===== src/sv/mlp2_ram.sv =====
`timescale 1ns / 1ps
`default_nettype none
module mlp2_ram #(
  parameter int Width = 16,
  parameter int Depth = 32,
  parameter int AddrW = (Depth > 1) ? $clog2(Depth) : 1
) (
  input  wire logic             clk_i,
  input  wire logic             we_i,
  input  wire logic [AddrW-1:0] waddr_i,
  input  wire logic [Width-1:0] wdata_i,
  input  wire logic [AddrW-1:0] raddr_i,
  output logic      [Width-1:0] rdata_o
);
  logic [Width-1:0] mem [Depth];

  always_ff @(posedge clk_i) begin
    if (we_i) begin
      mem[waddr_i] <= wdata_i;
    end
    rdata_o <= mem[raddr_i];
  end
endmodule
`default_nettype wire


===== config.mk =====
export PLATFORM = sky130hd
export DESIGN_NAME = mlp2_ram
export DESIGN_NICKNAME = d
export VERILOG_FILES = /design/src/sv/mlp2_ram.sv
export SDC_FILE = /design/constraint.sdc
export NUM_CORES = 1
export LEC_CHECK = 0
export BUFFER_PORTS_ARGS = -buffer_cell sky130_fd_sc_hd__buf_2
export CAP_MARGIN = 20
export CORE_UTILIZATION = 60
export CTS_CLUSTER_DIAMETER = 30
export DETAILED_ROUTE_END_ITERATION = 6
export MAX_ROUTING_LAYER = met4
export PLACE_DENSITY_LB_ADDON = 0.2
export SYNTH_ARGS = -nofsm -noshare
export SYNTH_HDL_FRONTEND = slang
export SYNTH_SLANG_ARGS = --single-unit

===== constraint.sdc =====
create_clock -name clk_i -period 3.2 [get_ports clk_i]
set_clock_uncertainty 0.1 [all_clocks]
set_input_delay 0.8 -clock clk_i [delete_from_list [all_inputs] [get_ports clk_i]]
set_output_delay 0.8 -clock clk_i [all_outputs]
set_load 0.02 [all_outputs]

==> impl_metrics.ini, run 1 <==
[global_route]
grt_usage_pct = 27.07
grtUsageMet2_pct = 39.32
grt_pass1_wl_microns = 67050
use_met1_pct = 38.61
grt_max_degree = 48
grt_antenna_before_repair = 0
gr-usage-met3_pct = 5.347
grt_pass1_vias = 10860
gr-total-overflow = 0
grt.busiest_layer = met2

[timing]
tightest_slew_ns = 0.7638
hold_violations = 0
finalMaxSlewViolations = 0
setup_tns_ns = 0
rsz0062_at_grt = false
finalCritPeriodShare_pct = 71.47
fin_hold_ws_ns = 0.5114
layout_setup_ws_ns = 0.9131
max_slew_margin_pct = 49.08
period_needed_ns = 2.287
setup_violations = 0
fmax_mhz = 437.3

[drt]
drtPass1Iterations = 6
ant_nets = 0
vias_per_cell = 6.139
dr_total_vias = 11010
drt_iter0_drc = 1208
wl_microns = 44910
drc = 0
wl_per_cell_microns = 25.05

[synthesis]
netlist_instances = 1143
yosysSeqAreaShare_pct = 76.43
async_flop_share_pct = 0
yosysWarnings = 0
synth.cell_area_sq_um = 20540
syn-num-nets = 1171
yosysUniqueCellTypes = 26
synth_seq_cells = 528
synth_edf_count = 512
synth_top_area_share_pct = 74.87
netlist_top_cells_area = edfxtp_1 75%, mux2i_1 12%, a22oi_1 2.3%
yosys_most_used_dff = edfxtp_1
avgSynthCellArea_sq_um = 17.97
yosysTopAreaCell = edfxtp_1

[critical_path]
cp-endpoint = rdata_o[3]$_DFF_P_
critPathRequiredTime_ns = 3.56
reg2reg_to = rdata_o[0]$_DFF_P_
r2r-start = mem[1][0]$_DFFE_PP_
r2r_cells = 5
critPathLaunch = raddr_i[0]
start_kind = input pin
crit_type = in -> reg
cp-end-kind = flop
path_max_fanout = 20
reg2reg_slack_ns = 1.54
crit_arrival_ns = 2.65

[status]
outcome = finished, final reports clean

[job]
drv_cap = 0

[clocking]
hold_buffers = 0
cts_htree_levels = 3
cts_tree = built
clockBufferDepth = 3
numCtsBuffers = 87
cts_resized = 0
clock-root-buffer = clkbuf_16
insertion_delay_ns = 0.61
cts_setup_buffers = 0
cts.clk_slew.worst_paths_ns = 0.06
cts_sinks = 528

[die]
die-area_sq_um = 34970
rows = 67
start_util_pct = 61.09
io-pin-count = 44
fp.dieH_microns = 187.0
die_w_microns = 187.0
core_sq_um = 33620

[power_and_ir_drop]
ir_drop_uv = 513.6
netSwitchingFraction_pct = 21.42
seqPwrFrac_pct = 43.2
p_switching_mw = 3.832
p_clk_share_pct = 52.3
power_density_nw_per_um2 = 733.4
cellLeakagePower_nw = 8.780
combPwrFrac_pct = 4.4
intPower_mw = 14.06

[place]
gp_congestion = 0.8749
post-dp-hpwl_microns = 26510
port_buffers = 43
place_area_sq_um = 21400
post-place-ws_ns = 0.3384
dpl.cell_count = 1631

[final_layout]
mostFrequentLayoutCell = edfxtp_1
design_area_sq_um = 24400
final_cell_mix = 512 x edfxtp_1, 256 x mux2i_1, 87 x clkbuf_16, 64 x a22oi_1, 54 x buf_4
stdcell_count = 1793
area_growth_pct = 18.80
layout-drive-gt1-share_pct = 18.90
nNetsFinal = 1300

[min_path]
hold_path_class = reg -> reg
-- layout make-up --
cell class / count / area [sq um]
clock buffer: 96 / 2211
multi-input combinational: 548 / 4317
timing repair buffer: 107 / 830.8
tap: 448 / 560.5
antenna: 1 / 2.502
sequential: 528 / 15700
fill: 1971 / 9219
clock inverter: 65 / 780.7
-- cell usage after synthesis, drive strengths merged (3+ instances only) --
master / n
nand2: 33
nor2: 34
clkbuf: 12
edfxtp: 512
a31oi: 16
nand3: 34
nand4: 16
a22oi: 64
nand3b: 5
a22o: 32
or3b: 3
nor3: 16
mux2i: 256
buf: 55
dfxtp: 16
a21oi: 32
-- power by group through the flow --
| stage | combinational (mW) | sequential [mW] | clock (mW) |
|---|---|---|---|
| after floorplan | 0.432 | 7.89 | 0 |
| after global placement | 0.772 | 7.87 | 0 |
| after detailed placement | 0.786 | 7.87 | 0 |
| after CTS | 0.793 | 7.74 | 9.43 |
| after global routing | 0.838 | 7.74 | 9.77 |
| final | 0.794 | 7.74 | 9.36 |
-- critical path, cell delays in order --
cell and delay, ns:
buf_8 0.19, buf_12 0.23, buf_4 0.26, buf_4 0.19
mux2i_1 0.23, a22o_1 0.18, nor3_1 0.07, a31oi_1 0.33
nand3_1 0.11
-- cells by family after synthesis --
logic type / Yosys count / synth area share [%]
DFF: 528 / 76.43
AOI/OAI and AO/OA: 144 / 4.972
and+or+nand+nor: 148 / 3.491
muxes: 256 / 12.48
buffers and inverters: 67 / 2.632
-- routing by layer --
layer	vias up	share of wire, %
li1	4867	-
met1	5566	43
met2	496	46
met3	79	8.9
met4	0	2.8
met5	-	0
-- registers in the layout, indices dropped and copies added (netlist names) --
register	flops
mem	512
rdata_o	16
-- stage by stage --
step	util [%]	power, mW
5_1_grt	72.57	18.34
3_5_place_dp	63.67	8.654
4_1_cts	72.57	17.96
6_report	72.58	17.89
2_1_floorplan	-	8.324
3_3_place_gp	63.67	8.637
-- worst min path at each step --
stage,from,end,slack [ns],depth (start not counted)
floorplan,mem[16][10]$_DFFE_PP_,rdata_o[10]$_DFF_P_,0.45,4
finish,mem[10][5]$_DFFE_PP_,rdata_o[5]$_DFF_P_,0.51,4
global route,mem[17][11]$_DFFE_PP_,rdata_o[11]$_DFF_P_,0.54,4
CTS,mem[10][5]$_DFFE_PP_,rdata_o[5]$_DFF_P_,0.50,4
global placement,mem[16][11]$_DFFE_PP_,rdata_o[11]$_DFF_P_,0.49,4
detailed placement,mem[10][5]$_DFFE_PP_,rdata_o[5]$_DFF_P_,0.50,4
Note: power is estimated with default switching activity, not from simulation.
==> inputs of run 2 (changes only) <==
--- a/config.mk
+++ b/config.mk
@@ -5,6 +5,7 @@
 export SDC_FILE = /design/constraint.sdc
 export NUM_CORES = 1
 export LEC_CHECK = 0
+export ABC_AREA = 1
 export BUFFER_PORTS_ARGS = -buffer_cell sky130_fd_sc_hd__buf_2
 export CAP_MARGIN = 20
 export CORE_UTILIZATION = 60
==> constraint.sdc (replaced) <==
create_clock -name clk_i -period 2.3 [get_ports clk_i]
set_clock_uncertainty 0.1 [all_clocks]
set_input_delay 0.575 -clock clk_i [delete_from_list [all_inputs] [get_ports clk_i]]
set_output_delay 0.575 -clock clk_i [all_outputs]
set_load 0.02 [all_outputs]
==> impl_metrics.ini, run 2 <==
[die]
core_sq_um = 34710
die_w_microns = 190.4
start_util_pct = 61.36
die-area_sq_um = 36260
io-pin-count = 44
fp.dieH_microns = 190.4
rows = 68

[clocking]
hold_buffers = 0
numCtsBuffers = 94
cts_htree_levels = 3
insertion_delay_ns = 0.61
clockBufferDepth = 3
cts_tree = built
cts.clk_slew.worst_paths_ns = 0.05
clock-root-buffer = clkbuf_16
cts_resized = 0
cts_setup_buffers = 0
cts_sinks = 528

[drt]
dr.max_layer_used = met4
vias_per_cell = 5.930
drtPass1Iterations = 5
drc = 0
drt_iter0_drc = 1473
wl_per_cell_microns = 22.43
ant_nets = 0
wl_microns = 54620
wl_met2_microns = 25880
wl_met1_microns = 21400
routed-wl-met3_microns = 5125
dr_total_vias = 14440

[power_and_ir_drop]
finalPower_mw = 26.21
cellLeakagePower_nw = 9.728
ir_drop_uv = 738.2
power_density_nw_per_um2 = 1022

[final_layout]
area_growth_pct = 20.43
largest-register = mem
layout-drive-gt1-share_pct = 13.92
largest_register_ff_count = 512
stdcell_count = 2435
design_area_sq_um = 25650
final_cell_mix = 720 x nand2_1, 512 x edfxtp_1, 396 x nand3_1, 97 x clkbuf_16, 41 x buf_2
nFillCells = 2157
mostFrequentLayoutCell = nand2_1
ff_latch_area_sq_um = 15700
multi_input_comb_area_sq_um = 4805
nNetsFinal = 1927
final_util_pct = 73.90
reg_top3 = mem: 512 flops, rdata_o: 16 flops

[global_route]
grt_pass1_wl_microns = 82980
grt_max_degree = 69
grt_antenna_before_repair = 4
gr-total-overflow = 0
grt_usage_pct = 32.31
grt_pass1_vias = 14290

[timing]
setup_tns_ns = 0
finalMaxSlewViolations = 0
period_needed_ns = 1.904
fmax_mhz = 525.1
layout_setup_ws_ns = 0.3955
tightest_slew_ns = 0.7568
finalCritPeriodShare_pct = 82.80
fin_hold_ws_ns = 0.3546
rsz0062_at_grt = false
setup_violations = 0
max_slew_margin_pct = 49.55
hold_violations = 0

[critical_path]
path_max_fanout = 1
cpPeakStageDelay_ns = 0.42
cp-end-kind = primary output
crit_arrival_ns = 1.23
path_delay_family = flip-flops
crit_chain = buf_2
critPathRequiredTime_ns = 1.62
crit_type = reg -> out
start_kind = flop
critPathBufInv = 1
critPathSlowestCell = dfxtp_1

[place]
post-dp-hpwl_microns = 29290
dpl.cell_count = 2258
post-place-ws_ns = 0.07270
port_buffers = 43
gp_congestion = 0.8607
place_area_sq_um = 22380

[synthesis]
synth_edf_count = 512
synth_commonest_cells = 720 x nand2_1, 512 x edfxtp_1, 396 x nand3_1
synth.cell_area_sq_um = 21300
netlist_instances = 1794
synth_top_area_share_pct = 72.18
netlist_top_cells_area = edfxtp_1 72%, nand2_1 13%, nand3_1 9.3%
synth_seq_cells = 528
yosysSeqAreaShare_pct = 73.68
yosysTopAreaCell = edfxtp_1
yosys_most_used_dff = edfxtp_1
syn-num-nets = 1822
async_flop_share_pct = 0
yosysWarnings = 0
synth_most_common_cell = nand2_1
yosysUniqueCellTypes = 15
avgSynthCellArea_sq_um = 11.87

[status]
outcome = finished, final reports clean

[min_path]
hold_path_class = in -> reg

[job]
drv_cap = 0
run 2: kinds of logic (layout without fill, tap and decap cells):
family | Yosys count | in the layout | synth area share (%)
buffers and inverters | 118 | 300 | 3.765
flip-flops | 528 | 528 | 73.68
other | 0 | 4 | 0
AND/OR/NAND/NOR | 1148 | 1148 | 22.56
run 2: cell type report:
type                            instances  share of cell area (%)
Tap cell                              455                   2.219
Inverter                               10                  0.1756
Sequential cell                       528                   61.18
Timing Repair Buffer                  117                   4.950
Multi-Input combinational cell       1148                   18.73
Clock inverter                         67                   3.034
Antenna cell                            4                 0.03902
Clock buffer                          106                   9.672
run 2: routing by layer:
metal / global-route usage (%) / vias to the layer above
met1: 43.50 / 6982
met3: 4.766 / 139
li1: - / 6497
met5: - / -
met2: 48.84 / 821
met4: 15.51 / 0
run 2: power breakdown:
part / total [mW] / internal (mW) / switching (mW)
combinational: 1.36 / 0.372 / 0.991
sequential: 10.8 / 10.7 / 0.0466
clock: 14.1 / 9.44 / 4.65
run 2: worst paths after layout:
| kind | startpoint | to | slack (ns) | depth (start not counted) |
|---|---|---|---|---|
| worst min register to register | mem[26][15]$_DFFE_PP_ | rdata_o[15]$_DFF_P_ | 0.66 | 8 |
| worst max-delay path | rdata_o[14]$_DFF_P_ | rdata_o[14] | 0.40 | 1 |
| worst min-delay path | raddr_i[4] | rdata_o[2]$_DFF_P_ | 0.35 | 3 |
| worst max register to register | mem[29][5]$_DFFE_PP_ | rdata_o[5]$_DFF_P_ | 0.87 | 8 |
run 2: worst min-delay path, delay by kind of cell:
kind / cells / cell delay [ns]
buffers and inverters: 1 / 0.26
and+or+nand+nor: 2 / 0.17
==> inputs of run 3 (changes only) <==
==> constraint.sdc (replaced) <==
create_clock -name clk_i -period 2 [get_ports clk_i]
set_clock_uncertainty 0.1 [all_clocks]
set_input_delay 0.5 -clock clk_i [delete_from_list [all_inputs] [get_ports clk_i]]
set_output_delay 0.5 -clock clk_i [all_outputs]
set_load 0.02 [all_outputs]
==> impl_metrics.ini, run 3 (synthesis results as in run 2) <==
[place]
gp_congestion = 0.8583
post-dp-hpwl_microns = 32580
post-place-ws_ns = -0.1176
port_buffers = 43

[final_layout]
area_growth_pct = 23.07
largest-register = mem
layout-drive-gt1-share_pct = 16.48
final_cell_mix = 720 x nand2_1, 512 x edfxtp_1, 396 x nand3_1, 97 x clkbuf_16, 86 x buf_4
diodes = 0
nNetsFinal = 1985
reg_top3 = mem: 512 flops, rdata_o: 16 flops
largest_register_ff_count = 512
final_util_pct = 75.52
nFillCells = 2107
mostFrequentLayoutCell = nand2_1

[timing]
tightest_slew_ns = 0.7345
max_slew_margin_pct = 51.03
setup_violations = 0
fmax_mhz = 555.4
rsz0062_at_grt = false
hold_violations = 0
finalCritPeriodShare_pct = 90.02
layout_setup_ws_ns = 0.1996
period_needed_ns = 1.800
finalMaxSlewViolations = 0

[power_and_ir_drop]
cellLeakagePower_nw = 10.07
power_density_nw_per_um2 = 1167
ir_drop_uv = 802.5

[clocking]
cts_setup_buffers = 0
numCtsBuffers = 96
cts_sinks = 528
insertion_delay_ns = 0.61
cts.clk_slew.worst_paths_ns = 0.05
hold_buffers = 0
clockBufferDepth = 3
cts_htree_levels = 3
clock-root-buffer = clkbuf_16
cts_resized = 0
cts_tree = built

[critical_path]
path_delay_family = flip-flops
cp-end-kind = primary output
path_depth = 1
critPathSlowestCell = dfxtp_1
crit_arrival_ns = 1.20
start_kind = flop
r2r_cells = 8
critPathBufInv = 1
cpPeakStageDelay_ns = 0.40
crit_chain = buf_2
crit_type = reg -> out
path_max_fanout = 1
critPathRequiredTime_ns = 1.40

[die]
die_w_microns = 190.4
rows = 68
core_sq_um = 34710
fp.dieH_microns = 190.4
die-area_sq_um = 36260
start_util_pct = 61.36
io-pin-count = 44

[drt]
drt_iter0_drc = 1700
dr_total_vias = 14830
drc = 0
wl_per_cell_microns = 22.69
vias_per_cell = 5.946
wl_microns = 56590
ant_nets = 0
drtPass1Iterations = 5

[global_route]
grt_pass1_wl_microns = 85170
gr-total-overflow = 0
grt_antenna_before_repair = 0
grt_usage_pct = 33.36
grt_pass1_vias = 14570
grt_max_degree = 45

[min_path]
hold_path_class = in -> reg
worstHoldPathCells = 1

[job]
drv_cap = 0

[status]
outcome = finished, final reports clean
[run 3: changes by cell type in the layout (fill, tap and decap cells not counted), sizes merged]
cell and delta:
buf +56, clkinv +5, diode -4, bufinv +2
[run 3: worst paths after layout]
| check | start | end | slack [ns] |
|---|---|---|---|
| max reg2reg | mem[29][6]$_DFFE_PP_ | rdata_o[6]$_DFF_P_ | 0.56 |
| max | rdata_o[12]$_DFF_P_ | rdata_o[12] | 0.20 |
| min reg2reg | mem[26][12]$_DFFE_PP_ | rdata_o[12]$_DFF_P_ | 0.67 |
| min | wdata_i[6] | mem[25][6]$_DFFE_PP_ | 0.23 |
[run 3: per-stage QoR]
step | area (sq um) | hold WS (ns) | cells | power [mW] | TNS (ns)
floorplan | 21300 | 0.4989 | 1794 | 13.47 | 0
global placement | 22880 | 0.6425 | 2314 | 14.20 | -0.1991
detailed placement | 22880 | 0.6457 | 2314 | 14.23 | -0.4933
CTS | 26220 | 0.2188 | 2494 | 30.70 | 0
global route | 26220 | 0.2328 | 2494 | 31.35 | 0
finish | 26220 | 0.2310 | 2494 | 30.59 | 0
[run 3: routing by layer]
metal	wire [microns]	global-route usage (%)	vias to the layer above
met5	0	-	-
met4	1997	14.83	0
met3	5854	5.208	122
met2	27140	51.72	906
met1	21600	44.02	7164
li1	-	-	6638
[run 3: report_power, final]
part | internal, mW | switching, mW | total, mW
logic | 0.513 | 1.18 | 1.69
registers | 12.3 | 0.0565 | 12.4
clock network | 11.1 | 5.41 | 16.5
[run 3: cell type report]
class | count | area (sq um) | area share [%]
multi-input cells | 1148 | 4805 | 18.33
flip-flops and latches | 528 | 15700 | 59.87
well taps | 455 | 569.3 | 2.172
inverters | 10 | 45.04 | 0.1718
clock inverters | 74 | 865.8 | 3.303
clock buffers | 106 | 2471 | 9.426
repair buffers | 173 | 1765 | 6.734
